**src/rtl/adc_scan_average_fifo_core_defines.svh**
```systemverilog
// ----------------------------------------------------------------------------
// Assertion macros for the ADC scan core
// Same-cycle and next-cycle property shorthands on clk_i with reset rst_ni.
// ----------------------------------------------------------------------------
`ifndef ADC_SCAN_AVERAGE_FIFO_CORE_DEFINES_SVH
`define ADC_SCAN_AVERAGE_FIFO_CORE_DEFINES_SVH

// Consequent must hold in the same cycle as the antecedent.
`define ASAF_ASSERT_SAME(label, ante, cons, msg) \
  label: assert property (@(posedge clk_i) disable iff (!rst_ni) (ante) |-> (cons)) \
    else $error(msg);

// Consequent must hold in the cycle after the antecedent.
`define ASAF_ASSERT_NEXT(label, ante, cons, msg) \
  label: assert property (@(posedge clk_i) disable iff (!rst_ni) (ante) |=> (cons)) \
    else $error(msg);

`endif

```
**src/rtl/asaf_ram.sv**
```systemverilog
// ----------------------------------------------------------------------------
// Generic simple dual-port RAM
// One write port, one read port with registered read data held between reads.
// ----------------------------------------------------------------------------
module asaf_ram #(
  parameter int WIDTH = 8,
  parameter int DEPTH = 16
) (
  input  logic                     clk_i,
  input  logic                     we_i,
  input  logic [$clog2(DEPTH)-1:0] waddr_i,
  input  logic [WIDTH-1:0]         wdata_i,
  input  logic                     re_i,
  input  logic [$clog2(DEPTH)-1:0] raddr_i,
  output logic [WIDTH-1:0]         rdata_o
);

  logic [WIDTH-1:0] mem_q [DEPTH];
  logic [WIDTH-1:0] rdata_q;

  always_ff @(posedge clk_i) begin
    if (we_i) begin
      mem_q[waddr_i] <= wdata_i;
    end
    if (re_i) begin
      rdata_q <= mem_q[raddr_i];
    end
  end

  assign rdata_o = rdata_q;

endmodule

```
**config.mk**
```make
export PLATFORM = sky130hd
export DESIGN_NAME = asaf_ram
export DESIGN_NICKNAME = d
export VERILOG_FILES = /design/src/rtl/adc_scan_average_fifo_core_defines.svh /design/src/rtl/asaf_ram.sv
export SDC_FILE = /design/constraint.sdc
export NUM_CORES = 1
export LEC_CHECK = 0
export BUFFER_PORTS_ARGS = -buffer_cell sky130_fd_sc_hd__buf_4
export CAP_MARGIN = 0
export CORE_MARGIN = 2
export CORE_UTILIZATION = 65
export CTS_CLUSTER_DIAMETER = 50
export CTS_CLUSTER_SIZE = 25
export DETAILED_ROUTE_END_ITERATION = 7
export PLACE_DENSITY = 0.92
export SLEW_MARGIN = 10
export SYNTH_ARGS = -nofsm -noshare
export SYNTH_HDL_FRONTEND = slang
export SYNTH_SLANG_ARGS = --single-unit
export TNS_END_PERCENT = 5
```
**constraint.sdc**
```tcl
create_clock -name clk_i -period 4.6 [get_ports clk_i]
set_input_delay 0 -clock clk_i [delete_from_list [all_inputs] [get_ports clk_i]]
set_output_delay 0 -clock clk_i [all_outputs]
set_load 0.02 [all_outputs]
```
# == Word-level counts from Yosys, hierarchy flattened ==
# Memory sizes are Yosys's and may differ from the RTL's. A register that Yosys moved wholly into a read port is not among the register bits.
# Cells that the tools add are included.
# word_totals
reg_bits,0
ramBits,128
out_inout_bits,8
wordCells,3
memories,1
# mem_list
memory,depth,width,rd,rd_ports_with_merged_regs,wr,line_no,rtl
mem_q,16,8,1,1,1,asaf_ram.sv:18,logic [WIDTH-1:0] mem_q [DEPTH];
# classes
muxes,2
# op_table
cell,count
$mux 1,2

# == Longest topological paths before layout ==
# depth
ltp_word,2
mapped_depth,5
ltp_nobuf,3

# == Worst setup path after synthesis ==
# No wires, ideal clock.
# synth_timing
path_kind,input-to-reg
from,input port waddr_i[2]
to,memory mem_q[0][0] (enable)
setup_ns,0.383
arrival_time_ns,1.110
required_ns,4.217
path_slack_ns,3.107
stages,2
path_buffers,0
path_cell_list,or3b_2 > nor3_1
# synth_rtl
element,line_no,rtl
"start, declared",asaf_ram.sv:11,"input logic [$clog2(DEPTH)-1:0] waddr_i,"
"end, declared",asaf_ram.sv:18,
# Straight into the memory's write port.

==> flow_summary.rst <==
.. list-table::
   :header-rows: 1

   * - Metric
     - Value
   * - # H-tree levels
     - 4
   * - Antenna violations before repair
     - 0
   * - Number of buffers added by the clock tree synthesis step
     - 17
   * - Max clock buf depth
     - 2
   * - Reg power frac
     - ~49%
   * - Worst slew margin relative to its limit
     - between 30% and 40%
   * - Summed negative setup slack over all endpoints
     - 0 ps
   * - Path class of the lowest-slack min-delay path
     - in -> reg
   * - Total of warnings raised by yosys
     - 0
   * - TritonCTS clock tree
     - built
   * - Highest net fanout along the worst path
     - 1
   * - Core area
     - between 7000 and 8000 sq um
   * - Worst-path cell with the longest stage delay
     - mux4_2
   * - Outcome
     - completed
   * - Clock transition at the registers of the reported paths
     - 60 ps
   * - Min Hold Slack
     - around 38 ps
   * - First DRT Iteration DRCs
     - roughly 260
   * - Quantity of gates resized following cts
     - 0
   * - Unrepaired setup endpoints after global routing
     - no
   * - Clock group share of total power
     - a little under half
   * - Part of the total power dissipated in combinational logic
     - approximately 5%
   * - Final period util
     - between 30% and 40%
   * - Setup violation total in the final timing report
     - 0
   * - Part of the Yosys area used for sequential elements
     - just under 80%
   * - Clock latency on the worst-skew pair
     - slightly above 500 ps
   * - Number of buffers inserted by port buffering
     - 26
   * - Final-stage net count
     - 297
   * - First-pass GRT wire length
     - around 16 mm
   * - GRT Resource Usage Total
     - around 27%
   * - Leakage power
     - a little over 2 nW
   * - Synthesized net count
     - between 200 and 250
   * - Cells traversed along the worst timing path
     - mux4_2 > a22oi_1 > nand2_1
   * - Remaining antenna violation count
     - 0
   * - Vias in the first global route
     - 2649
   * - Required time of the critical path
     - 4850 ps
   * - IR drop worst, VDD
     - roughly 0.36 mV
   * - Arrival time of data at the critical path endpoint
     - roughly 1900 ps
   * - Detailed-route via count
     - 2606
   * - Gate count after technology mapping
     - between 200 and 250
   * - Total wire length after detailed routing
     - ~11 mm
   * - Count of max-cap constraint violations
     - 0
   * - Worst Hold Depth
     - 3
   * - Starting density of the core
     - 67.30%
   * - Area of placed instances
     - ~5500 sq um
   * - Mean Syn Cell Area
     - around 23 sq um
   * - Hold violation total from the final report
     - 0
   * - Antenna diode instance count
     - 0
   * - Final Wtd Congestion
     - about 0.83
   * - Total global routing overflow
     - 0
   * - Fillers
     - approximately 380
   * - Total half-perimeter wirelength after legalization and detailed placement
     - a little under 6 mm
   * - Time the worst path needs with I/O delays and setup
     - around 1600 ps
   * - F_max
     - between 600 and 700 MHz
   * - Worst setup EP type
     - register
   * - Psw
     - around 0.0006 W
   * - Max-slew violation count
     - 0
   * - Number of optimization iterations in the first detailed-route pass
     - 5
   * - DRC Markers
     - 0
   * - Width of the chip
     - between 90 and 100 um
   * - Area added between synthesis and finish
     - 18.41%
   * - Dpl ws
     - between 2000 and 3000 ps
   * - Pin count of the biggest net entering global routing
     - 33
   * - Share of post-route cells with drive strength above 1
     - between 20% and 30%
   * - Root Buffer
     - clkbuf_8
   * - Number of setup buffers added after CTS
     - 0
   * - Number of cells on the worst reg-to-reg path
     - 3
   * - WS Path Type
     - reg -> reg
   * - Commonest cells after routing, fill and taps aside
     - edfxtp_1, buf_4, mux4_2, a22oi_1, clkbuf_16
   * - Average routed wire per standard cell
     - about 28 um
   * - Buffer and inverter count on the worst path
     - 0
   * - Reg-to-reg slack, setup
     - ~3000 ps
   * - Cell area power density
     - 467.0 nW/um^2
   * - Commonest non-fill, non-tap cell in the layout
     - edfxtp_1
   * - Transition time at the pin with the least slew margin
     - 933.0 ps
   * - Overall die area
     - between 8000 and 9000 sq um
   * - Number of stages on the worst setup path
     - 3
   * - Unique cell type count in the Yosys netlist
     - 18
   * - Vertical die dimension
     - between 90 and 100 um
   * - Std cell rows
     - 32
   * - Clk sinks
     - between 100 and 150
   * - Family of cells with the greatest summed delay on the critical path
     - multiplexers
   * - Sw Ratio
     - 20.84%
   * - Count of boundary I/O pins
     - 27
   * - Startpoint kind of the worst setup timing path
     - register
   * - Routed vias/inst
     - roughly 6.6
   * - Final standard cell area without fillers
     - slightly above 6000 sq um
   * - Crit-path max cell delay
     - 520 ps
   * - Worst setup slack after layout
     - approximately 3000 ps
   * - Max Clock Skew
     - a little over 7 ps
   * - Netlist Area Pre-Place
     - ~5200 sq um
   * - Internal cell power
     - about 0.0023 W
   * - Count of state elements after synthesis
     - 136
   * - Overall power
     - between 0.002 and 0.003 W
[timing repair]
item                                   in CTS  in global routing
hold buffers                               11                  0
endpoints found under the hold margin     144                  0
setup endpoints to repair                   0                  0
[sequential cells by signal, summed over array words and instances, names as in the netlist]
name	cells
mem_q	128
rdata_o	8
[worst paths after layout]
kind / startpoint / endpoint
min: waddr_i[1] / mem_q[8][5]$_DFFE_PP_
min reg2reg: mem_q[14][3]$_DFFE_PP_ / rdata_o[3]$_DFFE_PP_
max: mem_q[3][4]$_DFFE_PP_ / rdata_o[4]$_DFFE_PP_
max reg2reg: mem_q[3][4]$_DFFE_PP_ / rdata_o[4]$_DFFE_PP_
[routing by layer]
metal	GRT usage, %	part of all wire, %	vias up
li1	-	-	1084
met4	9.179	1.9	0
met5	0	0	-
met1	36.44	36	1315
met3	7.544	8.5	25
met2	44.88	53	182
[power groups by stage]
stage                     Clock, W  Combinational (W)  Sequential [W]
final                      0.00134           0.000145         0.00141
after global routing       0.00140           0.000154         0.00141
after CTS                  0.00135           0.000144         0.00141
after detailed placement         0           0.000135         0.00143
after global placement           0           0.000128         0.00143
after floorplan                  0          0.0000705         0.00144
[cell type report]
type / count / area, sq um / share of cell area (%)
Sequential cell: 136 / 4084 / 65.98
Multi-Input combinational cell: 83 / 1057 / 17.08
Clock buffer: 18 / 417.9 / 6.752
Timing Repair Buffer: 40 / 327.8 / 5.296
Clock inverter: 14 / 175.2 / 2.830
Tap cell: 102 / 127.6 / 2.062
[stage by stage]
stage / utilization (%) / std cells
3_3_place_gp: 70.63 / 350
5_1_grt: 79.69 / 393
3_5_place_dp: 70.63 / 350
2_1_floorplan: - / 229
4_1_cts: 79.69 / 393
6_report: 79.69 / 393
[cells by family after synthesis]
| group | count (synthesis) | synth area share [%] |
|---|---|---|
| AO/OA/AOI/OAI | 16 | 2.298 |
| buffers and inverters | 10 | 1.651 |
| AND/OR/NAND/NOR | 35 | 3.136 |
| flip-flops | 136 | 78.12 |
| multiplexers | 32 | 14.79 |
[synth_stat cells]
master | n | area (sq um)
edfxtp_1 | 136 | 4084
mux4_2 | 18 | 405.4
a22oi_1 | 16 | 120.1
mux4_1 | 14 | 367.9
nor2_1 | 13 | 48.80
nand2_1 | 9 | 33.78
nor3_1 | 4 | 20.02
buf_2 | 3 | 15.01
buf_6 | 3 | 33.78
clkdlybuf4s25_2 | 3 | 30.03
nand2b_1 | 2 | 12.51
nand3b_1 | 2 | 15.01
and2_1 | 1 | 6.260
and2b_1 | 1 | 7.510
buf_4 | 1 | 7.510
nand3_1 | 1 | 5.000
nor2b_1 | 1 | 6.260
or3b_2 | 1 | 8.760
[worst reg2reg max path: stages (launching register included)]
cell      delay [ps]
edfxtp_1         420
mux4_2           520
a22oi_1          310
nand2_1          120
No activity file was read; power rests on OpenSTA's default activity.
